File: src/rtl/lcpr_pkg.sv
`timescale 1ns / 1ps
// Shared types and constants for the log capture prologue/ring store.
// No dependencies; every other file of the block refers to this package.
package lcpr_pkg;

    // store geometry
    localparam int MAX_BYTES    = 32768;
    localparam int PROLOGUE_MAX = 2048;
    localparam int LINE_MAX     = 256;
    localparam int KB_LIMIT     = 32;
    localparam int KB_BYTES     = 1024;

    // derived widths
    localparam int ADDR_W  = $clog2(MAX_BYTES);
    localparam int SIZE_W  = ADDR_W + 1;
    localparam int FILL_W  = $clog2(PROLOGUE_MAX) + 1;
    localparam int KB_W    = 6;
    localparam int LEN_W   = 8;
    localparam int DATA_W  = 8;
    localparam int PADDR_W = 3;

    // register map, indexed by word
    localparam logic REG_BUFFER_KB = 1'b0;

    // command codes
    typedef enum logic [1:0] {
        FUNC_APPEND = 2'd0,
        FUNC_READ   = 2'd1,
        FUNC_CLEAR  = 2'd2,
        FUNC_NOP    = 2'd3
    } t_func;

    // input word
    typedef struct packed {
        t_func       func;
        logic [7:0]  data_byte;
        logic        line_first;
        logic [7:0]  line_len;
        logic [14:0] read_index;
    } t_in_word;

    // result word
    typedef struct packed {
        logic [7:0]  read_data;
        logic        read_valid;
        logic [15:0] stored_size;
        logic [11:0] prologue_bytes;
        logic        ring_wrapped;
    } t_out_word;

    // store split, fixed between configuration writes
    typedef struct packed {
        logic              on;
        logic [FILL_W-1:0] pc;
        logic [ADDR_W-1:0] rc;
    } t_geom;

    // first stage: command decoded against capture state
    typedef struct packed {
        logic              vld;
        logic              rd;
        logic              wr;
        logic              pro;
        logic [DATA_W-1:0] data;
        logic [14:0]       idx;
        logic [ADDR_W-1:0] off;
        logic [FILL_W-1:0] fill;
        logic [ADDR_W-1:0] head;
        logic              wrap;
    } t_stage;

    // second stage: memory access ready to issue
    typedef struct packed {
        logic              vld;
        logic              wr;
        logic              rd_ok;
        logic              pro;
        logic [DATA_W-1:0] data;
        logic [ADDR_W-1:0] off;
        logic [SIZE_W-1:0] held;
        logic [FILL_W-1:0] fill;
        logic              wrap;
    } t_mem_op;

endpackage

File: src/rtl/lcpr_ctrl.sv
`timescale 1ns / 1ps
// Capture state (prologue fill, freeze, ring head, wrap) and command decode.
// Depends on lcpr_pkg; feeds lcpr_addr.
module lcpr_ctrl (
    input  logic                i_clk,
    input  logic                i_rst_n,
    input  logic                i_accept,
    input  lcpr_pkg::t_in_word  i_cmd,
    input  logic                i_cfg_wr,
    input  lcpr_pkg::t_geom     i_geom,
    output lcpr_pkg::t_stage    o_stage
);

    logic [lcpr_pkg::FILL_W-1:0] r_fill, n_fill;
    logic                        r_frozen, n_frozen;
    logic [lcpr_pkg::ADDR_W-1:0] r_head, n_head;
    logic                        r_wrap, n_wrap;
    logic                        r_ltp, n_ltp;
    lcpr_pkg::t_stage            r_stage, n_stage;

    logic [lcpr_pkg::LEN_W-1:0]  len_eff;
    logic                        fit;
    logic                        ltp;
    logic                        frz;
    logic                        to_pro;
    logic [lcpr_pkg::ADDR_W:0]   head_inc;
    logic                        head_end;
    logic                        idx_pro;
    logic [lcpr_pkg::ADDR_W-1:0] fill_x;

    // line routing decision
    always_comb begin
        len_eff = (i_cmd.line_len == '0) ? lcpr_pkg::LEN_W'(1) : i_cmd.line_len;
        if (len_eff > lcpr_pkg::LEN_W'(lcpr_pkg::LINE_MAX - 1)) begin
            len_eff = lcpr_pkg::LEN_W'(lcpr_pkg::LINE_MAX - 1);
        end
        fit = ({1'b0, r_fill} + (lcpr_pkg::FILL_W+1)'(len_eff)) <= {1'b0, i_geom.pc};
        ltp = r_ltp;
        frz = r_frozen;
        if (i_cmd.line_first) begin
            ltp = !r_frozen && fit;
            if (!ltp) begin
                frz = 1'b1;
            end
        end
        to_pro   = ltp && (r_fill < i_geom.pc);
        head_inc = {1'b0, r_head} + (lcpr_pkg::ADDR_W+1)'(1);
        head_end = head_inc >= {1'b0, i_geom.rc};
        fill_x   = lcpr_pkg::ADDR_W'(r_fill);
        idx_pro  = i_cmd.read_index < fill_x;
    end

    // next state and first stage word
    always_comb begin
        n_fill   = r_fill;
        n_frozen = r_frozen;
        n_head   = r_head;
        n_wrap   = r_wrap;
        n_ltp    = r_ltp;
        n_stage  = '0;
        n_stage.vld  = i_accept;
        n_stage.data = i_cmd.data_byte;
        n_stage.idx  = i_cmd.read_index;
        if (i_accept) begin
            case (i_cmd.func)
                lcpr_pkg::FUNC_APPEND: begin
                    if (i_geom.on) begin
                        n_stage.wr = 1'b1;
                        if (to_pro) begin
                            n_fill        = r_fill + lcpr_pkg::FILL_W'(1);
                            n_ltp         = 1'b1;
                            n_frozen      = frz;
                            n_stage.pro   = 1'b1;
                            n_stage.off   = fill_x;
                        end else begin
                            n_ltp       = 1'b0;
                            n_frozen    = 1'b1;
                            n_stage.pro = 1'b0;
                            n_stage.off = r_head;
                            if (head_end) begin
                                n_head = '0;
                                n_wrap = 1'b1;
                            end else begin
                                n_head = head_inc[lcpr_pkg::ADDR_W-1:0];
                            end
                        end
                    end
                end
                lcpr_pkg::FUNC_READ: begin
                    n_stage.rd  = 1'b1;
                    n_stage.pro = idx_pro;
                    n_stage.off = idx_pro ? i_cmd.read_index :
                                  (i_cmd.read_index - fill_x);
                end
                lcpr_pkg::FUNC_CLEAR: begin
                    if (i_geom.on) begin
                        n_head = '0;
                        n_wrap = 1'b0;
                    end
                end
                default: begin
                end
            endcase
        end
        // a size write restarts capture
        if (i_cfg_wr) begin
            n_fill   = '0;
            n_frozen = 1'b0;
            n_head   = '0;
            n_wrap   = 1'b0;
            n_ltp    = 1'b0;
        end
        n_stage.fill = n_fill;
        n_stage.head = n_head;
        n_stage.wrap = n_wrap;
    end

    // state registers
    always_ff @(posedge i_clk) begin
        if (!i_rst_n) begin
            r_fill   <= '0;
            r_frozen <= 1'b0;
            r_head   <= '0;
            r_wrap   <= 1'b0;
            r_ltp    <= 1'b0;
            r_stage  <= '0;
        end else begin
            r_fill   <= n_fill;
            r_frozen <= n_frozen;
            r_head   <= n_head;
            r_wrap   <= n_wrap;
            r_ltp    <= n_ltp;
            r_stage  <= n_stage;
        end
    end

    assign o_stage = r_stage;

    // ring head stays inside the ring
    a_head_in_ring: assert property (@(posedge i_clk) disable iff (!i_rst_n)
        i_geom.on |-> (r_head < i_geom.rc))
        else $error("ring head outside ring");

    // prologue never overruns its share
    a_fill_cap: assert property (@(posedge i_clk) disable iff (!i_rst_n)
        r_fill <= i_geom.pc)
        else $error("prologue fill exceeds capacity");

    // prologue only grows between size writes
    a_fill_grows: assert property (@(posedge i_clk) disable iff (!i_rst_n)
        !i_cfg_wr |=> (r_fill >= $past(r_fill)))
        else $error("prologue fill went down");

endmodule

File: config.mk
export PLATFORM = sky130hd
export DESIGN_NAME = lcpr_ctrl
export DESIGN_NICKNAME = d
export VERILOG_FILES = /design/src/rtl/lcpr_pkg.sv /design/src/rtl/lcpr_ctrl.sv
export SDC_FILE = /design/constraint.sdc
export NUM_CORES = 1
export LEC_CHECK = 0
export ABC_AREA = 1
export BUFFER_PORTS_ARGS = -buffer_cell sky130_fd_sc_hd__buf_2
export CORE_MARGIN = 2
export CORE_UTILIZATION = 55
export DETAILED_ROUTE_END_ITERATION = 7
export PLACE_DENSITY = 0.91
export SLEW_MARGIN = 10
export SYNTH_ARGS = -nofsm -noshare
export SYNTH_HDL_FRONTEND = slang
export SYNTH_SLANG_ARGS = --single-unit
File: constraint.sdc
create_clock -name i_clk -period 5.15 [get_ports i_clk]
set_clock_uncertainty 0.05 [all_clocks]
set_input_delay 0.515 -clock i_clk [delete_from_list [all_inputs] [get_ports i_clk]]
set_output_delay 0.515 -clock i_clk [all_outputs]
set_load 0.02 [all_outputs]
# After elaboration in Yosys (flattened, before gate mapping)
# Cells that the tools add are included.
[word_totals] ff_bits=72 latchBits=0 mem_bits_rw=0 romBits=0 out_inout_bits=70 wordCells=74 memories=0
[classes] add_sub_neg=4 mul=0 div=0 order_cmp=5 n_eq_ne=8 shift=0 n_mux=30 bitwise=1 n_reduce_logical=14
[op_table] cell="$mux 15" count=8
[op_table] cell="$pmux 15 s2" count=2
[op_table] cell="$mux 12" count=4
[op_table] cell="$add 15x1->16 const B" count=1
[op_table] cell="$ge 16x15->1" count=1
[op_table] cell="$mux 8" count=2
[op_table] cell="$lt 15x12->1" count=1
[op_table] cell="$sub 15x12->15" count=1
[op_table] cell="$add 12x8->13" count=1
[op_table] cell="$le 13x12->1" count=1
[op_table] cell="$add 12x1->12 const B" count=1
[op_table] cell="$lt 12x12->1" count=1
[op_table] cell="$ne 2x2->1 const B" count=6
[op_table] cell="$mux 1" count=11
[op_table] cell="$reduce_and 5->1" count=2
[op_table] cell="$gt 8x8->1 const B" count=1
[op_table] cell="$logic_not 8->1" count=1
[op_table] cell="$reduce_and 3->1" count=2
[op_table] cell="$reduce_and 6->1" count=1
[op_table] cell="$pmux 1 s2" count=2
[op_table] cell="$reduce_and 4->1" count=1
[op_table] cell="$eq 2x1->1 const B" count=1
[op_table] cell="$eq 2x2->1 const B" count=1
[op_table] cell="$logic_and 1x1->1" count=2
[op_table] cell="7 further kinds" count=7

# Depth between registers and ports, before layout
[depth] ltp_word=13 mapped_depth=26 ltp_nobuf=25

# Least setup slack after synthesis
# No wires, ideal clock.
[synth_path] kind="input-to-reg" startpoint="in i_cmd[19] in the netlist's numbering" endpoint="reg r_stage, in the netlist o_stage[34]" arrival_time_ns=3.440 t_required_ns=4.980 slack_ns=1.540 stages=24 n_path_buf=1 path_cell_list="nor4_1 a31o_2 ha_1 inv_1 fa_1 nand3b_1 nand2_1 nand2_1 nand3_1 nand2_1 xor2_1 ha_1 nand3_1 inv_1 nand2_1 nor2_1 nand3_1 nand2_1 nand2_2 nand2_4 nand2_2 buf_4 o211ai_1 nand2_1"
[synth_between] elab_chain_cells=12
[synth_lines] item="start: declaration" line_no="lcpr_ctrl.sv:8" text="input lcpr_pkg::t_in_word i_cmd,"
[synth_lines] item="$logic_not 8->1" line_no="lcpr_ctrl.sv:33" text="len_eff = (i_cmd.line_len == '0) ? lcpr_pkg::LEN_W'(1) : i_cmd.line_len;"
[synth_lines] item="$mux 8 (*)" line_no="lcpr_ctrl.sv:33"
[synth_lines] item="$gt 8x8->1" line_no="lcpr_ctrl.sv:34" text="if (len_eff > lcpr_pkg::LEN_W'(lcpr_pkg::LINE_MAX - 1)) begin"
[synth_lines] item="$mux 8 (*)" line_no="lcpr_ctrl.sv:34"
[synth_lines] item="$add 12x8->13 (*)" line_no="lcpr_ctrl.sv:37" text="fit = ({1'b0, r_fill} + (lcpr_pkg::FILL_W+1)'(len_eff)) <= {1'b0, i_geom.pc};"
[synth_lines] item="$le 13x12->1 (*)" line_no="lcpr_ctrl.sv:37"
[synth_lines] item="$logic_and 1x1->1 (*)" line_no="lcpr_ctrl.sv:41" text="ltp = !r_frozen && fit;"
[synth_lines] item="$mux 1 (*)" line_no="lcpr_ctrl.sv:40" text="if (i_cmd.line_first) begin"
[synth_lines] item="$logic_and 1x1->1 (*)" line_no="lcpr_ctrl.sv:46" text="to_pro = ltp && (r_fill < i_geom.pc);"
[synth_lines] item="$mux 15 (*)" line_no="lcpr_ctrl.sv:69" text="if (to_pro) begin"
[synth_lines] item="$mux 15 (*)" line_no="lcpr_ctrl.sv:67" text="if (i_geom.on) begin"
[synth_lines] item="$pmux 15 s2 (*)" line_no="lcpr_ctrl.sv:65" text="case (i_cmd.func)"
[synth_lines] item="end signal: assignment" line_no="lcpr_ctrl.sv:133" text="r_stage <= n_stage;"
[synth_lines] item="end: declaration" line_no="lcpr_ctrl.sv:19" text="lcpr_pkg::t_stage r_stage, n_stage;"
# Every way passes the cells marked *; elsewhere a longest branch is shown, timed or not.
# A chain may end at the register's enable or synchronous reset.

# Final worst setup path
[layout_path] startpoint="in i_cmd[19] in the netlist's numbering" endpoint="reg r_stage, in the netlist o_stage[27]"
[layout_between] elab_chain_cells=10
[layout_lines] item="$logic_not 8->1" line_no="lcpr_ctrl.sv:33"
[layout_lines] item="$mux 8 (*)" line_no="lcpr_ctrl.sv:33"
[layout_lines] item="$gt 8x8->1" line_no="lcpr_ctrl.sv:34"
[layout_lines] item="$mux 8 (*)" line_no="lcpr_ctrl.sv:34"
[layout_lines] item="$add 12x8->13 (*)" line_no="lcpr_ctrl.sv:37"
[layout_lines] item="$le 13x12->1 (*)" line_no="lcpr_ctrl.sv:37"
[layout_lines] item="$logic_and 1x1->1 (*)" line_no="lcpr_ctrl.sv:41"
[layout_lines] item="$mux 1 (*)" line_no="lcpr_ctrl.sv:40"
[layout_lines] item="$logic_and 1x1->1 (*)" line_no="lcpr_ctrl.sv:46"
[layout_lines] item="$reduce_and 4->1 (no source line) (*)"
# Marks and branches as above.

==> impl_results.md <==
- First-pass GRT wire length: between 20000 and 25000 µm
- Met3 wire length: 1420 µm
- Share of layout cells above drive strength 1: between 10% and 20%
- Min Tclk post-route: a little under 4 ns
- WP data required: about 5.4 ns
- Min-Delay Startpoint: i_cmd[24]
- HP Class: input pin to register
- Drt via density: 5.32
- HPWL Detailed: around 12000 µm
- Synth cell count leaders: nand2_1 (192), inv_1 (134), nor2_1 (79), dfxtp_1 (72), nand3_1 (66)
- Largest net degree at the start of global routing: 26
- # resized after CTS: 0
- Maximum VDD drop: 184 µV
- Mapped Avg Cell Area: roughly 6.7 µm²
- Final worst path period share: approximately three quarters
- Top-Level Pins: about 140
- Clock Tree Buf Depth: 2
- Gp weighted congestion: about 0.95
- Tot GR Track Use: between 20% and 30%
- Layout overhead on the synthesized area: 16.6%
- Post-Synthesis Cells: 833
- Syn. warnings: 0
- RR Startpoint: o_stage[16]
- Worst flop-to-flop path endpoint: o_stage[27]
- DR WL met2: roughly 6800 µm
- Reg2Reg Depth: 22
- Core ar.: just under 10000 µm²
- Initial antenna violation count: 0
- GRT overflow: 0
- Metal-1 WL: 6280 µm
- Reg2reg setup slack: around 1.5 ns
- Startpoint types: input pin
- Post-synth design cell area: about 5600 µm²
- RSZ-0062 raised after global routing: no
- Port bufs: 135
- DR top layer: met4
- Root buffer cell: clkbuf_8
- Max-slew violation count: 0
- Final ANT Viol Nets: 0
- Final WL: 14800 µm
- Initial Utilization: about 57%
- Syn Nets: roughly 960
- # DRC: 0
- Synth area leaders: dfxtp_1 (26%), ha_1 (14%), nand2_1 (13%), inv_1 (9.0%), nand3_1 (5.9%)
- Post-CTS Setup Bufs: 0
- Max Cap Viol: 0
- Most common cell in the synthesized netlist: nand2_1
- Area of the multi-input gates: 3460 µm²
- DR vias: 5821
- Vias in the first global route: about 5.3k
- Register Area: about 1400 µm²
- Initial DRC count: between 400 and 500
- CP max FO: 13
- Asr flop ratio synth: 0%
- DIE HEIGHT: 105 µm
- Post-synth top area cell: dfxtp_1
- CP Class: input pin to register
- Cell Rows: 36
- Most used DFF post-synth: dfxtp_1
- CTS Buf Count: 9
- Slew @ Worst Pin: 0.753 ns
- DR pass1 iterations: 5
- CTS tree: built
- Final Util: 66.3%
- Number of flops mapped to enable cells by yosys: 0
- Worst setup path start: i_cmd[19]
- Clock Latency Late Sink: between 0.3 and 0.4 ns
- Filler cells: 882
- DIE AREA: 10900 µm²
- Register area share after synthesis: 25.9%
- Hold_buf cts: 0
- Reg clk slew, reported paths: 0.08 ns
- Synth Register Bits: 72
- Arr. time, crit path: around 4.1 ns
- CTS sink count: 72
- Rel. slew slack: 49.4%
- Die X: between 100 and 150 µm
- Diode count: 0
- Top-area cell type share of the netlist area: between 20% and 30%
- Status: finished clean
- PD cells: 202 nW/µm²
- Setup TNS: 0 ns
- Final Hold Fails: 0
- Worst Hold Depth: 3
- Peak Freq: 259 MHz
- Worst Setup End Kind: register
- Distinct cells, synth: between 40 and 50
- Max H-tree Level: 3
- DR WL/cell: about 14 µm
- P_leak: 3.57 nW
- Hold path endpoint: o_stage[58]
- Fin nets: between 1k and 1.5k
- Final Setup Violations: 0
## metrics by stage
step / instances / power (W) / setup WS (ns) / cell area, µm² / hold WS [ns]
2_1_floorplan: 833 / 0.000756 / 1.54 / 5560 / 0.378
3_3_place_gp: 1078 / 0.000826 / 1.12 / 6270 / 0.401
3_5_place_dp: 1078 / 0.000831 / 0.990 / 6270 / 0.401
4_1_cts: 1094 / 0.00131 / 1.36 / 6480 / 0.292
5_1_grt: 1094 / 0.00137 / 0.942 / 6480 / 0.293
6_report: 1094 / 0.00131 / 1.29 / 6480 / 0.301
## where the power goes
group | total [W] | leakage (nW) | switching (W) | internal [W]
clock network | 0.000487 | 0.104 | 0.000214 | 0.000273
registers | 0.000581 | 0.588 | 0.00000862 | 0.000573
logic | 0.000242 | 2.88 | 0.000154 | 0.0000885
total | 0.00131 | 3.57 | 0.000376 | 0.000934
## registers in the layout, indices dropped and copies added, names as in the netlist
signal    flops
r_ltp         1
o_stage      70
r_frozen      1
## worst max-delay path by stage
stage / endpoint / slack, ns / cells after the start
2_1_floorplan: o_stage[34] / 1.54 / 24
5_1_grt: o_stage[22] / 0.94 / 24
4_1_cts: o_stage[9] / 1.36 / 25
3_5_place_dp: o_stage[9] / 0.99 / 25
6_report: o_stage[27] / 1.29 / 25
3_3_place_gp: o_stage[13] / 1.12 / 26
## area by class of cell
cell class	instances	share of cell area (%)
Inverter	139	8.05
Multi-Input combinational cell	598	53.3
Clock inverter	5	1.25
Clock buffer	11	2.03
Sequential cell	72	22.2
Tap cell	133	2.57
Timing Repair Buffer	136	10.5
## placed cells by master, fill, tap and decap left out, drive strengths merged, types with 2 or more instances in the layout
master / netlist / layout
a31oi: 2 / 2
nor3b: 2 / 2
a21o: 2 / 2
clkinv: 0 / 2
clkbuf: 12 / 11
o21ai: 22 / 22
xnor2: 6 / 6
fa: 2 / 2
nor3: 17 / 17
a21oi: 64 / 64
dfxtp: 72 / 72
or2: 2 / 2
nand3b: 4 / 4
nand3: 70 / 70
a31o: 2 / 2
o211ai: 12 / 12
nand2: 198 / 198
bufinv: 0 / 2
inv: 139 / 139
buf: 12 / 136
xor2: 33 / 33
nand4: 9 / 9
ha: 60 / 60
nor4: 3 / 3
nor2: 81 / 81
## critical path: stages
cell      delay (ns)
buf_2           0.11
nor4_1          0.30
a31o_2          0.20
ha_1            0.16
inv_1           0.06
fa_1            0.39
nand3b_1        0.18
nand2_1         0.18
nand2_1         0.07
nand3_1         0.11
nand2_1         0.08
xor2_1          0.14
ha_1            0.30
nand3_1         0.07
inv_1           0.07
nand2_1         0.05
nor2_1          0.09
nand3_1         0.08
nand2_1         0.08
nand2_2         0.06
nand2_4         0.14
nand3_4         0.17
inv_2           0.25
nand2_1         0.10
a21oi_1         0.13
## kinds of logic after synthesis
| group | synth area share (%) |
|---|---|
| buf+inv | 11.9 |
| xor+xnor | 6.14 |
| simple gates | 30.5 |
| flops | 25.9 |
| fa+ha+maj | 14.2 |
| compound gates | 11.3 |
## metal layers
metal  GRT usage (%)  vias to the layer above
met2            45.8                      274
met3            5.36                       35
met4            7.05                        0
met5               0                        -
met1            35.5                     2600
li1                -                     2912
No activity file was read; power rests on OpenSTA's default activity.
