### src/rtl/lcpr_pkg.sv
`timescale 1ns / 1ps
// Shared types and constants for the log capture prologue/ring store.
// No dependencies; every other file of the block refers to this package.
package lcpr_pkg;

    // store geometry
    localparam int MAX_BYTES    = 32768;
    localparam int PROLOGUE_MAX = 2048;
    localparam int LINE_MAX     = 256;
    localparam int KB_LIMIT     = 32;
    localparam int KB_BYTES     = 1024;

    // derived widths
    localparam int ADDR_W  = $clog2(MAX_BYTES);
    localparam int SIZE_W  = ADDR_W + 1;
    localparam int FILL_W  = $clog2(PROLOGUE_MAX) + 1;
    localparam int KB_W    = 6;
    localparam int LEN_W   = 8;
    localparam int DATA_W  = 8;
    localparam int PADDR_W = 3;

    // register map, indexed by word
    localparam logic REG_BUFFER_KB = 1'b0;

    // command codes
    typedef enum logic [1:0] {
        FUNC_APPEND = 2'd0,
        FUNC_READ   = 2'd1,
        FUNC_CLEAR  = 2'd2,
        FUNC_NOP    = 2'd3
    } t_func;

    // input word
    typedef struct packed {
        t_func       func;
        logic [7:0]  data_byte;
        logic        line_first;
        logic [7:0]  line_len;
        logic [14:0] read_index;
    } t_in_word;

    // result word
    typedef struct packed {
        logic [7:0]  read_data;
        logic        read_valid;
        logic [15:0] stored_size;
        logic [11:0] prologue_bytes;
        logic        ring_wrapped;
    } t_out_word;

    // store split, fixed between configuration writes
    typedef struct packed {
        logic              on;
        logic [FILL_W-1:0] pc;
        logic [ADDR_W-1:0] rc;
    } t_geom;

    // first stage: command decoded against capture state
    typedef struct packed {
        logic              vld;
        logic              rd;
        logic              wr;
        logic              pro;
        logic [DATA_W-1:0] data;
        logic [14:0]       idx;
        logic [ADDR_W-1:0] off;
        logic [FILL_W-1:0] fill;
        logic [ADDR_W-1:0] head;
        logic              wrap;
    } t_stage;

    // second stage: memory access ready to issue
    typedef struct packed {
        logic              vld;
        logic              wr;
        logic              rd_ok;
        logic              pro;
        logic [DATA_W-1:0] data;
        logic [ADDR_W-1:0] off;
        logic [SIZE_W-1:0] held;
        logic [FILL_W-1:0] fill;
        logic              wrap;
    } t_mem_op;

endpackage

### src/rtl/lcpr_addr.sv
`timescale 1ns / 1ps
// Second stage: held size, read range check and ring position unrolling.
// Depends on lcpr_pkg; sits between lcpr_ctrl and lcpr_store.
module lcpr_addr (
    input  logic              i_clk,
    input  logic              i_rst_n,
    input  lcpr_pkg::t_geom   i_geom,
    input  lcpr_pkg::t_stage  i_stage,
    output lcpr_pkg::t_mem_op o_op
);

    lcpr_pkg::t_mem_op           r_op, n_op;
    logic [lcpr_pkg::SIZE_W-1:0] held;
    logic [lcpr_pkg::SIZE_W-1:0] sum;
    logic [lcpr_pkg::SIZE_W-1:0] adj;
    logic                        roll;

    // held size after the command and ring offset of a read
    always_comb begin
        held = lcpr_pkg::SIZE_W'(i_stage.fill)
               + (i_stage.wrap ? lcpr_pkg::SIZE_W'(i_geom.rc) :
                                 lcpr_pkg::SIZE_W'(i_stage.head));
        if (!i_geom.on) begin
            held = '0;
        end
        roll = i_stage.rd && !i_stage.pro && i_stage.wrap;
        sum  = lcpr_pkg::SIZE_W'(i_stage.off)
               + (roll ? lcpr_pkg::SIZE_W'(i_stage.head) : '0);
        adj  = sum - lcpr_pkg::SIZE_W'(i_geom.rc);

        n_op       = '0;
        n_op.vld   = i_stage.vld;
        n_op.wr    = i_stage.wr;
        n_op.rd_ok = i_stage.rd && i_geom.on
                     && (lcpr_pkg::SIZE_W'(i_stage.idx) < held);
        n_op.pro   = i_stage.pro;
        n_op.data  = i_stage.data;
        n_op.off   = (roll && (sum >= lcpr_pkg::SIZE_W'(i_geom.rc))) ?
                     adj[lcpr_pkg::ADDR_W-1:0] : sum[lcpr_pkg::ADDR_W-1:0];
        n_op.held  = held;
        n_op.fill  = i_stage.fill;
        n_op.wrap  = i_stage.wrap;
    end

    always_ff @(posedge i_clk) begin
        if (!i_rst_n) begin
            r_op <= '0;
        end else begin
            r_op <= n_op;
        end
    end

    assign o_op = r_op;

endmodule

### config.mk
export PLATFORM = sky130hd
export DESIGN_NAME = lcpr_addr
export DESIGN_NICKNAME = d
export VERILOG_FILES = /design/src/rtl/lcpr_pkg.sv /design/src/rtl/lcpr_addr.sv
export SDC_FILE = /design/constraint.sdc
export NUM_CORES = 1
export LEC_CHECK = 0
export BUFFER_PORTS_ARGS = -buffer_cell sky130_fd_sc_hd__clkbuf_2
export CAP_MARGIN = 30
export CORE_MARGIN = 4
export CORE_UTILIZATION = 40
export CTS_BUF_LIST = sky130_fd_sc_hd__clkbuf_4 sky130_fd_sc_hd__clkbuf_8
export DETAILED_ROUTE_END_ITERATION = 16
export PLACE_DENSITY_LB_ADDON = 0.1
export SLEW_MARGIN = 5
export SYNTH_ARGS = -nofsm -noshare
export SYNTH_HDL_FRONTEND = slang
export SYNTH_SLANG_ARGS = --single-unit
### constraint.sdc
create_clock -name i_clk -period 9.35 [get_ports i_clk]
set_input_delay 0.4675 -clock i_clk [delete_from_list [all_inputs] [get_ports i_clk]]
set_output_delay 0.4675 -clock i_clk [all_outputs]
set_load 0.01 [all_outputs]
Yosys cells after proc, flatten, opt, wreduce, memory -nomap -nowiden
Index checks and enable logic that the tools add are counted.
- div/mod/pow operators: 0
- bitwise logic cells: 0
- eq/ne operators: 0
- reductions and logical operators: 6
- add/sub/neg operators: 3
- multipliers: 0
- shift-type cells: 0
- mux-type cells: 4
- magnitude comparators: 2
- operator list (kind ; count):
    15-bit 2-to-1 mux ; 3
    12-bit by 15-bit adder with 16-bit output ; 1
    15-bit by 15-bit adder with 16-bit output ; 1
    16-bit by 15-bit >= comparator with 1-bit output ; 1
    15-bit by 16-bit less-than comparator with 1-bit output ; 1
    16-bit 2-to-1 mux ; 1
    15-bit subtractor ; 1
    1-bit logical AND ; 5
    1-bit zero test ; 1
- logic and storage cells: 24
- latch bits: 0
- bits in read-only memories: 0
- register bits: 56
- bits in writable memories: 0
- memories kept: 0
- input bits: 100
- output and inout bits: 56

Longest topological paths before layout
Gate-level depths: netlist (run 1).
- depth in word-level cells: 8
- depth in mapped cells: 21
- mapped depth without buffers: 19

Worst setup path after synthesis (run 1)
No wires, ideal clock.
- path kind: input to register
- start: in i_stage[68] in the netlist's numbering
- end: reg r_op (netlist bit o_op[30])
- library setup time: 0.128 ns
- buffers on the path: 2
- setup slack: 4.960 ns
- arrival time: 4.263 ns
- required time: 9.222 ns
- cell stages on the path: 20
- cells stage by stage: nand2_1 nor2_1 clkbuf_1 and2_1 ha_1 fa_1 a211oi_1 o211ai_1 a31o_1 a21oi_1 xnor2_1 ha_1 o21ai_1 nand2b_1 a21boi_0 a31oi_4 a211oi_4 buf_8 mux2i_1 nor2_1
- cells in the longest elaborated chain, start to end: 7
- elaborated cells on any way between the ends: 8
- those cells by class: 2 x add/sub; 1 x order compare; 2 x mux; 3 x reduce/logical
- ends and longest elaborated chain (what ; RTL line ; text):
    start: declaration ; lcpr_addr.sv:8 ; input lcpr_pkg::t_stage i_stage,
    1-bit logical AND * (2 in series) ; lcpr_addr.sv:26 ; roll = i_stage.rd && !i_stage.pro && i_stage.wrap;
    15-bit 2-to-1 mux ; lcpr_addr.sv:28 ; + (roll ? lcpr_pkg::SIZE_W'(i_stage.head) : '0);
    15-bit by 15-bit adder with 16-bit output ; lcpr_addr.sv:28 ;
    16-bit by 15-bit >= comparator with 1-bit output ; lcpr_addr.sv:38 ; n_op.off = (roll && (sum >= lcpr_pkg::SIZE_W'(i_geom.rc))) ?
    1-bit logical AND ; lcpr_addr.sv:38 ;
    15-bit 2-to-1 mux * ; lcpr_addr.sv:38 ;
    end signal: assignment ; lcpr_addr.sv:49 ; r_op <= n_op;
    end: declaration ; lcpr_addr.sv:12 ; lcpr_pkg::t_mem_op r_op, n_op;
Every way passes the cells marked *; elsewhere a longest branch is shown, timed or not.
A chain may end at the register's enable or synchronous reset.

Worst setup path after layout (run 1)
- start: in i_stage[0] in the netlist's numbering
- end: reg r_op (netlist bit o_op[34])
- cells in the longest elaborated chain, start to end: 6
- elaborated cells on any way between the ends: 7
- those cells by class: 2 x add/sub; 1 x order compare; 2 x mux; 2 x reduce/logical
- ends and longest elaborated chain (what ; RTL line):
    1-bit logical AND * ; lcpr_addr.sv:26
    15-bit 2-to-1 mux ; lcpr_addr.sv:28
    15-bit by 15-bit adder with 16-bit output ; lcpr_addr.sv:28
    16-bit by 15-bit >= comparator with 1-bit output ; lcpr_addr.sv:38
    1-bit logical AND ; lcpr_addr.sv:38
    15-bit 2-to-1 mux * ; lcpr_addr.sv:38
Marks and branches as above.

==> key figures, run 1 <==
Run status
  – Status: finished, final reports clean

Timing
  – Max-slew violation count: 0
  – Worst slew margin relative to its limit: 36.7%
  – TNS Setup: 0 ps
  – Actual slew at the worst max-slew pin: 946 ps
  – Count of endpoints failing hold in the final timing report: 0
  – Maximum clock frequency: 0.184 GHz
  – Setup Viol. Count Final: 0
  – RSZ-0062 raised after global routing: no
  – Share of the clock period used by the worst path after layout: roughly 58%
  – Worst setup slack after layout: between 3000 and 4000 ps
  – Minimum clock period after layout: roughly 5400 ps

Global routing
  – Global-route wire length before repair: between 15 and 20 mm
  – Maximum number of pins on one net before global-route repair: 39
  – Global-route track usage on met2: 29.2%
  – Met3 usage: 4.96%
  – Global Route met1 Usage: between 20% and 30%
  – Total global-route track usage: a little under a fifth
  – Via count of the first global-routing pass: 3,962
  – Most congested layer reported by global routing: met2
  – Congestion Overflow GR: 0
  – Antenna violations before repair: 0

Cells and area
  – Fraction of final layout cells with drive strength greater than 1: 26.9%
  – Filler-free cell count of the finished design: 779
  – Flip-flop count of the largest register after layout: between 50 and 60
  – Multi-input combinational cell area: 3080 um^2
  – Flip-flop and latch area: 1120 um^2
  – Layout filler cell count: 1,008
  – Final instance area: 5290 um^2
  – Area growth from synthesis to layout: 20.9%
  – Diode insertion count for antenna repair: 0
  – Final core occ: 50.3%
  – Nets@finish: 801

Clock tree
  – Number of levels in the clock H-tree: 2
  – Count of buffers added by post-CTS timing repair for setup: 0
  – Post-CTS Resized: 0
  – Number of sinks driven by the clock tree: 56
  – Number of buffers created by CTS: 5
  – Hold-fix buffers at CTS: 0
  – TritonCTS clock tree: built
  – Clock Path Buffers: 2
  – Clock Root Buffer: sky130_fd_sc_hd__clkbuf_8
  – Clock transition at path regs: 110 ps

Yosys
  – Synthesized-area fraction occupied by ao, oa, aoi and oai cells: 20.3%
  – Post-Synth XOR/XNOR Area: 6.61%
  – Share of synthesized cell area in full adder, half adder and majority cells: between 10% and 20%
  – Synth async-reset ratio: 0%
  – Simple-gate area share of the yosys netlist: 19.9%
  – Post-synthesis cell area: approximately 4400 um^2
  – Number of enable flip-flop cells after synthesis: 0
  – Avg Inst Size Synth: 8.64 um^2
  – FF+latch count, synth: 56
  – Portion of the post-synthesis area used by sequential elements: 25.6%
  – Number of standard cells after synthesis: ~500
  – Dominant combinational cell family by area after synthesis: compound AO/OA/AOI/OAI gates
  – Predominant post-synthesis flop cell: sky130_fd_sc_hd__dfxtp_1
  – Number of warnings printed during yosys synthesis: 0
  – Proportion of synthesized area in mux cells: 6.26%
  – Unique cell type count in the Yosys netlist: 58
  – Net count of the mapped netlist: 665

Drt
  – Number of vias per cell after detailed routing: 5.24
  – DR iter-0 viols: 174
  – Residual DRC count: 0
  – Post-Route WL: 11.7 mm
  – Remaining antenna violation count: 0
  – Detailed-route wire length per cell: ~15 um
  – First-pass iteration count of the detailed router: 5
  – Vias after detailed routing: around 4,100

Power and ir drop
  – P per Cell Area: 128 nW/um^2
  – Highest ir drop seen on vdd: 84.7 uV
  – Leakage: 0.00272 uW

Floorplan
  – X dimension of the die: ~110 um
  – Full die area: 12,700 um^2
  – Number of rows in the core area: 37
  – Die outline height: 113 um
  – Number of top-level pins: 156
  – Initial standard-cell utilization of the core: a little over two fifths
  – Core Box Area: roughly 11,000 um^2

Setup path
  – Data required time of the worst path: 9570 ps
  – Critical path fanouts, max: 21
  – Sort of element at the start of the critical path: primary input
  – Arrival @ worst endpoint: 5650 ps
  – Worst setup EP type: register
  – Worst setup path class: primary input to register

Placement
  – Pre-CTS setup slack: roughly 3500 ps
  – RePlAce Congestion: 0.871
  – Number of buffer cells added on primary ports: approximately 140
  – Number of cells after detailed placement: slightly below 800
  – Hpwl dp: between 9 and 10 mm
  – Post-place instance area: a little over 5000 um^2

Flow run
  – Max cap viols: 0

Worst hold path
  – Worst hold path class: primary input to register
-- power breakdown --
part	internal, uW	switching [uW]	leakage [uW]
Clock	54.8	88.7	0.0000452
Combinational	124	148	0.00221
Sequential	256	4.14	0.000464
-- area by class of cell --
class	instances	area share (%)
sequential	56	21.2
inverter	28	1.99
timing repair buffer	143	13.5
tap	136	3.22
clock buffer	5	1.30
multi-input combinational	408	58.3
clock inverter	3	0.473
-- layout by cell type, fill, tap and decap left out, drive strengths merged, types with 4 or more instances in the layout --
cell type	Yosys	final
nand2	27	27
or3	5	5
mux2i	15	15
nand2b	4	4
o21ai	23	23
inv	27	29
a21o	15	15
o21a	8	8
nand3	9	9
xor2	10	10
ha	56	56
xnor2	23	23
mux2	11	11
nor2	40	40
a211oi	9	9
nor3	7	7
nor2b	6	6
and2	42	42
a21oi	30	30
clkbuf	13	148
and3	11	11
o211ai	7	7
a31oi	6	6
dfxtp	56	56
-- cell families (layout without fill, tap and decap cells) --
| kind of cell | count (synthesis) | in the layout |
|---|---|---|
| AO/OA/AOI/OAI | 124 | 124 |
| XOR/XNOR | 33 | 33 |
| adder cells (fa/ha/maj) | 59 | 59 |
| buffers and inverters | 42 | 179 |
| flip-flops | 56 | 56 |
| multiplexers | 26 | 26 |
| AND/OR/NAND/NOR | 166 | 166 |
-- worst paths after layout --
path | start | to | slack [ps] | cells past startpoint
hold / removal | i_stage[65] | o_op[51]$_SDFF_PN0_ | 330 | 2
setup / recovery | i_stage[0] | o_op[34]$_SDFF_PN0_ | 3920 | 19
-- stage by stage --
| step | hold slack (ps) | total power (uW) |
|---|---|---|
| 3_5_place_dp | 678 | 538 |
| 4_1_cts | 313 | 686 |
| 6_report | 332 | 677 |
| 2_1_floorplan | 589 | 461 |
| 3_3_place_gp | 674 | 534 |
| 5_1_grt | 319 | 729 |
-- metal layers --
layer,part of all wire (%),vias up
met4,1.3,0
met2,43,160
met5,0,-
met1,48,1823
li1,-,2084
met3,7.3,13
-- critical path, cell delays in order --
cell	delay, ps
sky130_fd_sc_hd__clkbuf_2	390
sky130_fd_sc_hd__nand2_1	90
sky130_fd_sc_hd__nor2_1	700
sky130_fd_sc_hd__and2_1	240
sky130_fd_sc_hd__ha_1	220
sky130_fd_sc_hd__fa_1	260
sky130_fd_sc_hd__a211oi_1	130
sky130_fd_sc_hd__o21bai_1	220
sky130_fd_sc_hd__a31oi_1	130
sky130_fd_sc_hd__o31ai_1	290
sky130_fd_sc_hd__a21oi_1	130
sky130_fd_sc_hd__xnor2_1	240
sky130_fd_sc_hd__ha_1	340
sky130_fd_sc_hd__and2_1	220
sky130_fd_sc_hd__a21boi_0	310
sky130_fd_sc_hd__a31oi_4	90
sky130_fd_sc_hd__a211oi_4	830
sky130_fd_sc_hd__mux2i_1	290
sky130_fd_sc_hd__nor2_1	50
-- synthesized netlist by cell type, types with 6 or more instances --
cell | n | area (um^2)
sky130_fd_sc_hd__nand2_1 | 27 | 101
sky130_fd_sc_hd__o211ai_1 | 6 | 45.0
sky130_fd_sc_hd__a211oi_1 | 6 | 45.0
sky130_fd_sc_hd__inv_1 | 27 | 101
sky130_fd_sc_hd__xor2_1 | 10 | 87.6
sky130_fd_sc_hd__mux2_2 | 11 | 124
sky130_fd_sc_hd__ha_1 | 56 | 701
sky130_fd_sc_hd__and3_1 | 11 | 68.8
sky130_fd_sc_hd__nand3_1 | 9 | 45.0
sky130_fd_sc_hd__clkbuf_1 | 13 | 48.8
sky130_fd_sc_hd__and2_1 | 42 | 263
sky130_fd_sc_hd__o21ai_0 | 20 | 100
sky130_fd_sc_hd__mux2i_1 | 15 | 150
sky130_fd_sc_hd__nor2b_1 | 6 | 37.5
sky130_fd_sc_hd__nor2_1 | 40 | 150
sky130_fd_sc_hd__dfxtp_1 | 56 | 1120
sky130_fd_sc_hd__xnor2_1 | 23 | 201
sky130_fd_sc_hd__a21oi_1 | 29 | 145
sky130_fd_sc_hd__a21o_1 | 15 | 113
sky130_fd_sc_hd__nor3_1 | 6 | 30.0
sky130_fd_sc_hd__o21a_1 | 8 | 60.1
Power figures use the tool's default switching activity.
==> run 2, diff against run 1 <==
Settings changed: ABC_AREA set to 1.
Clock period 9.35 ns to 5.44 ns, I/O delays scaled along.
==> run 2 against run 1 <==
Compared with the run above:
- die area increased by 4.4%
- clock power increased by 81%
- flip-flop and latch count unchanged
- critical path depth increased by 7
- clock-buffer cell count unchanged
- area after synthesis increased by 4.8%
- via count increased by 16%
- critical path type unchanged
- largest cell class unchanged
- largest power group unchanged
==> key figures, run 2 <==
Setup path
  – Startpoint of the most critical setup path: i_stage[68]
  – Sort of element at the start of the critical path: primary input
  – Arrival @ worst endpoint: 4260 ps (-1390 ps)
  – Data required time of the worst path: 5710 ps (-3860 ps)
  – Slowest cell delay on critical path: 420 ps (-410 ps)
  – Critical path fanouts, max: 15 (-29%)
  – Most prevalent standard cell on the critical path: sky130_fd_sc_hd__nand2_1
  – Slowest-stage cell, CP: sky130_fd_sc_hd__ha_1
  – Worst setup path class: primary input to register
  – Worst setup EP type: register

Floorplan
  – X dimension of the die: 115 um (+2.2%)
  – Number of top-level pins: 156 (unchanged)
  – Initial standard-cell utilization of the core: 41.5% (-0.075 points)
  – Number of rows in the core area: 38 (+2.7%)
  – Full die area: 13,200 um^2 (+4.4%)
  – Core Box Area: 11,000 um^2 (+5.0%)
  – Die outline height: 115 um (+2.2%)

Timing
  – Share of the clock period used by the worst path after layout: between 70% and 80%
  – Max-slew violation count: 0 (unchanged)
  – TNS Setup: 0 ps (unchanged)
  – Minimum clock period after layout: around 4000 ps
  – Maximum clock frequency: 0.251 GHz
  – Actual slew at the worst max-slew pin: 916 ps (-30.5 ps)
  – RSZ-0062 raised after global routing: no
  – Worst slew margin relative to its limit: 39.0% (+2.2 points)
  – Count of endpoints failing hold in the final timing report: 0 (unchanged)
  – Setup Viol. Count Final: 0 (unchanged)

Global routing
  – Total global-route track usage: 21.0% (+2.7 points)
  – Congestion Overflow GR: 0 (unchanged)
  – Global-route wire length before repair: 22.0 mm (+16%)
  – Antenna violations before repair: 0 (unchanged)
  – Maximum number of pins on one net before global-route repair: 42 (+7.7%)
  – Via count of the first global-routing pass: 4,543 (+15%)

Power and ir drop
  – Highest ir drop seen on vdd: 138 uV (+62%)
  – P per Cell Area: 214 nW/um^2 (+68%)
  – Clk network pwr share: 22.0% (+0.8 points)
  – Switching part of the total power: 39.3% (+3.6 points)
  – Overall power consumption: 1180 uW (+75%)
  – Combinational Power Share: 40.3% (about the same)
  – Cell internal power dissipation: 719 uW (+65%)
  – Portion of total power attributed to sequential cells: 37.7% (-0.8 points)
  – Leakage: 0.00337 uW (+24%)
  – Psw: 465 uW (+93%)

Yosys
  – Avg Inst Size Synth: 6.35 um^2 (-27%)
  – Leading area contributor after synthesis: sky130_fd_sc_hd__dfxtp_1
  – Portion of the post-synthesis area used by sequential elements: 24.5% (-1.2 points)
  – Number of standard cells after synthesis: 722 (+43%)
  – Predominant post-synthesis flop cell: sky130_fd_sc_hd__dfxtp_1
  – FF+latch count, synth: 56 (unchanged)
  – Most numerous cell types in the synthesized netlist: 185 x sky130_fd_sc_hd__nand2_1, 115 x sky130_fd_sc_hd__inv_1, 93 x sky130_fd_sc_hd__nor2_1
  – Area contributors post-synth: sky130_fd_sc_hd__dfxtp_1 24%, sky130_fd_sc_hd__ha_1 15%, sky130_fd_sc_hd__nand2_1 15%
  – Most frequently used cell type in the post-synthesis netlist: sky130_fd_sc_hd__nand2_1
  – Number of enable flip-flop cells after synthesis: 0 (unchanged)
  – Synth async-reset ratio: 0% (unchanged)
  – Net count of the mapped netlist: 881 (+32%)
  – Number of warnings printed during yosys synthesis: 0 (unchanged)
  – Post-synthesis cell area: 4580 um^2 (+4.8%)
  – Fraction of post-synthesis cell area in the top cell type by area: 24.5% (-1.2 points)
  – Unique cell type count in the Yosys netlist: 36 (-38%)

Placement
  – Number of buffer cells added on primary ports: 143 (unchanged)
  – RePlAce Congestion: 0.928 (+6.6%)
  – Hpwl dp: 11.5 mm (+17%)

Worst hold path
  – Min-Delay Startpoint: i_stage[63]
  – Worst hold path class: primary input to register

Cells and area
  – Diode insertion count for antenna repair: 0 (unchanged)
  – Area growth from synthesis to layout: 20.5%
  – Most used cells in the layout excluding fill and tap cells: 185 x sky130_fd_sc_hd__nand2_1, 143 x sky130_fd_sc_hd__clkbuf_2, 115 x sky130_fd_sc_hd__inv_1
  – Flip-flop count of the largest register after layout: 56 (unchanged)
  – Fraction of final layout cells with drive strength greater than 1: 20.4% (-6.5 points)
  – Nets@finish: 1,020 (+27%)
  – Most common cell after layout, fill and taps aside: sky130_fd_sc_hd__nand2_1

Drt
  – Number of vias per cell after detailed routing: 4.72 (-9.9%)
  – Residual DRC count: 0 (unchanged)
  – Post-Route WL: 13.4 mm (+15%)
  – Detailed-route wire length per cell: 13.4 um (-11%)
  – Vias after detailed routing: 4,727 (+16%)
  – First-pass iteration count of the detailed router: 4 (-1)
  – DR iter-0 viols: 308 (+77%)
  – Remaining antenna violation count: 0 (unchanged)

Clock tree
  – Post-CTS Resized: 0 (unchanged)
  – Clock transition at path regs: 110 ps (about the same)
  – Number of buffers created by CTS: 5 (unchanged)
  – Clock Path Buffers: 2 (unchanged)
  – Number of levels in the clock H-tree: 2 (unchanged)
  – Clock Root Buffer: sky130_fd_sc_hd__clkbuf_8
  – Hold-fix buffers at CTS: 0 (unchanged)
  – TritonCTS clock tree: built
  – Count of buffers added by post-CTS timing repair for setup: 0 (unchanged)
  – Number of sinks driven by the clock tree: 56 (unchanged)

Flow run
  – Max cap viols: 0 (unchanged)

Run status
  – Status: finished, final reports clean
run 2: changes by cell type in the layout (fill, tap and decap cells not counted), moves of 16 or more:
| cell | delta |
|---|---|
| sky130_fd_sc_hd__nor2_1 | +53 |
| sky130_fd_sc_hd__nand3_1 | +36 |
| sky130_fd_sc_hd__inv_1 | +88 |
| sky130_fd_sc_hd__and2_1 | -40 |
| sky130_fd_sc_hd__nand2_1 | +158 |
| sky130_fd_sc_hd__a21oi_1 | +17 |
| sky130_fd_sc_hd__xnor2_1 | -16 |
run 2: area by class of cell:
class	instances	area, um^2
fillers	1211	5510
multi-input cells	532	2940
flip-flops and latches	56	1120
repair buffers	144	723
inverters	122	460
well taps	140	175
clock buffers	5	68.8
clock inverters	3	33.8
run 2: worst paths after layout:
path                               to  slack [ps]  cells after the start
hold / removal    o_op[49]$_SDFF_PN0_         110                      3
setup / recovery  o_op[34]$_SDFF_PN0_        1450                     26
run 2: logic make-up (layout without fill, tap and decap cells):
| kind of cell | Yosys count | count (layout) | synth area share [%] |
|---|---|---|---|
| buffers and inverters | 134 | 274 | 11.4 |
| xor gates and xnor gates | 18 | 18 | 3.44 |
| and+or+nand+nor | 354 | 354 | 32.3 |
| AOI/OAI and AO/OA | 101 | 101 | 11.8 |
| adders and majority gates | 59 | 59 | 16.6 |
| DFF | 56 | 56 | 24.5 |
run 2: power by group through the flow:
stage               Clock, uW  Combinational [uW]  Sequential [uW]
finish                    260                 477              446
floorplan                   0                 312              472
global route              300                 550              449
global placement            0                 473              455
CTS                       277                 479              447
detailed placement          0                 476              456
run 2: metrics by stage:
stage               utilization [%]  hold slack [ps]  worst slack (ps)  area [um^2]  std cells
detailed placement             49.1              465              1100         5420        994
global placement               49.1              459              1160         5420        994
finish                         50.1              114              1450         5520       1002
global route                   50.1             81.4              1140         5520       1002
floorplan                         -              365              1820         4580        722
CTS                            50.1             90.0              1460         5520       1002
run 2: worst max-delay path, delay by kind of cell:
family	cells	cell delay [ps]
and+or+nand+nor	19	2240
buffers and inverters	4	730
adders and majority gates	2	690
xor gates and xnor gates	1	340
run 2: routing by layer:
| layer | share of wire [%] | GRT usage (%) |
|---|---|---|
| met1 | 52 | 30.6 |
| met2 | 41 | 31.8 |
| met3 | 6.1 | 4.68 |
| met4 | 0.77 | 4.23 |
| met5 | 0 | 0 |
==> run 3, diff against run 2 <==
Settings changed: ABC_AREA 1 to 0.
Clock period 5.44 ns to 3.8 ns, I/O delays scaled along.
==> run 3 against run 2 <==
Compared with the run above:
- global-route usage down 0.67 points
- largest power group unchanged
- critical path depth decreased by 6
- cell area rose by 11%
- worst setup slack worse by 1400 ps
- clock power increased by 35%
==> key figures, run 3 (synthesis results as in run 1) <==
Run status
  – Status: finished, final reports clean

Power and ir drop
  – Leakage: 0.00320 uW (-5.1%)
  – P per Cell Area: 296 nW/um^2 (+38%)
  – Highest ir drop seen on vdd: 177 uV (+29%)

Timing
  – Share of the clock period used by the worst path after layout: 98.3%
  – Max-slew violation count: 0 (unchanged)
  – TNS Setup: 0 ps (unchanged)
  – RSZ-0062 raised after global routing: yes
  – Worst setup slack after layout: 64.4 ps (-1390 ps)
  – Count of endpoints failing hold in the final timing report: 0 (unchanged)
  – Maximum clock frequency: 0.268 GHz
  – Setup Viol. Count Final: 0 (unchanged)
  – Minimum clock period after layout: about 3700 ps
  – Actual slew at the worst max-slew pin: 744 ps (-172 ps)
  – Worst slew margin relative to its limit: 50.1% (+11 points)

Global routing
  – Via count of the first global-routing pass: 4,449 (-2.1%)
  – Total global-route track usage: 20.3% (-0.67 points)
  – Global-route wire length before repair: 21.0 mm (-4.4%)
  – Antenna violations before repair: 0 (unchanged)
  – Maximum number of pins on one net before global-route repair: 39 (-7.1%)
  – Congestion Overflow GR: 0 (unchanged)

Cells and area
  – Diode insertion count for antenna repair: 0 (unchanged)
  – Area growth from synthesis to layout: 40.7%
  – Filler-free cell count of the finished design: 870 (-13%)
  – Flip-flop count of the largest register after layout: 56 (unchanged)
  – Most common cell after layout, fill and taps aside: sky130_fd_sc_hd__clkbuf_2
  – Most used cells in the layout excluding fill and tap cells: 140 x sky130_fd_sc_hd__clkbuf_2, 88 x sky130_fd_sc_hd__buf_4, 56 x sky130_fd_sc_hd__dfxtp_1
  – Fraction of final layout cells with drive strength greater than 1: 38.7% (+18 points)
  – Nets@finish: 892 (-13%)

Clock tree
  – Hold-fix buffers at CTS: 0 (unchanged)
  – TritonCTS clock tree: built
  – Clock Path Buffers: 2 (unchanged)
  – Number of sinks driven by the clock tree: 56 (unchanged)
  – Number of levels in the clock H-tree: 2 (unchanged)
  – Number of buffers created by CTS: 5 (unchanged)
  – Clock transition at path regs: 100 ps (about the same)
  – Clock Root Buffer: sky130_fd_sc_hd__clkbuf_8

Drt
  – First-pass iteration count of the detailed router: 4 (unchanged)
  – Residual DRC count: 0 (unchanged)
  – Number of vias per cell after detailed routing: 5.04 (+6.8%)
  – Remaining antenna violation count: 0 (unchanged)
  – Detailed-route wire length per cell: 15.2 um (+13%)
  – DR iter-0 viols: 215 (-30%)
  – Post-Route WL: 13.2 mm (-1.5%)
  – Vias after detailed routing: 4,382 (-7.3%)

Floorplan
  – Full die area: 12,700 um^2 (-4.2%)
  – Initial standard-cell utilization of the core: 41.6% (+0.075 points)
  – Number of top-level pins: 156 (unchanged)
  – Core Box Area: 10,500 um^2 (-4.7%)
  – Number of rows in the core area: 37 (-2.6%)
  – Die outline height: 113 um (-2.1%)
  – X dimension of the die: 113 um (-2.1%)

Setup path
  – Worst setup path class: primary input to register
  – Arrival @ worst endpoint: 3990 ps (-270 ps)
  – Critical path fanouts, max: 8 (-7)
  – Sort of element at the start of the critical path: primary input
  – Data required time of the worst path: 4050 ps (-1660 ps)
  – Worst setup EP type: register

Placement
  – RePlAce Congestion: 0.847 (-8.7%)
  – Number of buffer cells added on primary ports: 143 (unchanged)
  – Pre-CTS setup slack: -418 ps (-1510 ps)
  – Hpwl dp: 10.8 mm (-5.9%)
  – Number of cells after detailed placement: 849 (-15%)

Worst hold path
  – Worst hold path class: primary input to register

Flow run
  – Max cap viols: 0 (unchanged)
-- run 3: changes by cell type in the layout (fill, tap and decap cells not counted), moves of 19 or more --
cell / before / now
sky130_fd_sc_hd__buf_4: 1 / 88
sky130_fd_sc_hd__inv_1: 115 / 27
sky130_fd_sc_hd__a21oi_1: 46 / 27
sky130_fd_sc_hd__nor2_1: 93 / 39
sky130_fd_sc_hd__nand3_1: 45 / 8
sky130_fd_sc_hd__nand2_1: 185 / 26
sky130_fd_sc_hd__and2_1: 2 / 39
-- run 3: where the power goes --
part,switching [uW],internal (uW),leakage [uW],total (uW)
Clock,212,139,0.0000448,351
Combinational,412,415,0.00269,828
Sequential,10.1,630,0.000464,640
Total,635,1180,0.00320,1820
-- run 3: path summary, 6_finish.rpt --
| check | endpoint | slack [ps] | cells past startpoint | start |
|---|---|---|---|---|
| setup / recovery | o_op[33]$_SDFF_PN0_ | 60 | 20 | i_stage[68] |
| hold / removal | o_op[51]$_SDFF_PN0_ | 50 | 2 | i_stage[65] |
-- run 3: metrics by stage --
stage | utilization, % | total power, uW | area (um^2) | hold slack (ps)
after floorplan | - | 1140 | 4400 | 312
after global placement | 55.4 | 1430 | 5820 | 398
after detailed placement | 55.4 | 1440 | 5820 | 403
after CTS | 56.5 | 1810 | 5940 | 37.8
after global routing | 58.6 | 1970 | 6150 | 41.8
final | 58.6 | 1820 | 6150 | 52.8
-- run 3: cell type report --
type	instances	area [um^2]
Multi-Input combinational cell	409	3230
Sequential cell	56	1120
Clock buffer	6	76.3
Tap cell	136	170
Inverter	28	105
Fill cell	986	4350
Timing Repair Buffer	233	1430
Clock inverter	2	16.3
-- run 3: repair_timing --
action,4_1_cts,5_1_grt
setup buffers,0,13
endpoints found under the hold margin,0,0
gates resized for setup,4,27
pin swaps,0,28
endpoints found under the setup margin,3,14
gates cloned,0,1
-- run 3: metal layers --
| metal | wire length, um | part of all wire (%) | GRT usage, % | vias to the layer above |
|---|---|---|---|---|
| li1 | - | - | - | 2266 |
| met1 | 6180 | 47 | 26.1 | 1981 |
| met2 | 5980 | 45 | 33.5 | 123 |
| met3 | 800 | 6.1 | 5.23 | 12 |
| met4 | 238 | 1.8 | 6.01 | 0 |
| met5 | 0 | 0 | 0 | - |
-- run 3: critical path, cell delays in order --
cell,delay (ps)
sky130_fd_sc_hd__buf_6,100
sky130_fd_sc_hd__nand2_8,60
sky130_fd_sc_hd__nor2_4,200
sky130_fd_sc_hd__and2_4,200
sky130_fd_sc_hd__ha_4,200
sky130_fd_sc_hd__a211oi_2,290
sky130_fd_sc_hd__o211ai_2,140
sky130_fd_sc_hd__and4_4,180
sky130_fd_sc_hd__or3_4,390
sky130_fd_sc_hd__xor2_2,160
sky130_fd_sc_hd__ha_1,300
sky130_fd_sc_hd__and2_4,160
sky130_fd_sc_hd__nand3_4,80
sky130_fd_sc_hd__nor4_4,270
sky130_fd_sc_hd__and3_4,240
sky130_fd_sc_hd__a211oi_4,40
sky130_fd_sc_hd__buf_12,150
sky130_fd_sc_hd__buf_12,140
sky130_fd_sc_hd__or3_4,380
sky130_fd_sc_hd__a21oi_2,110
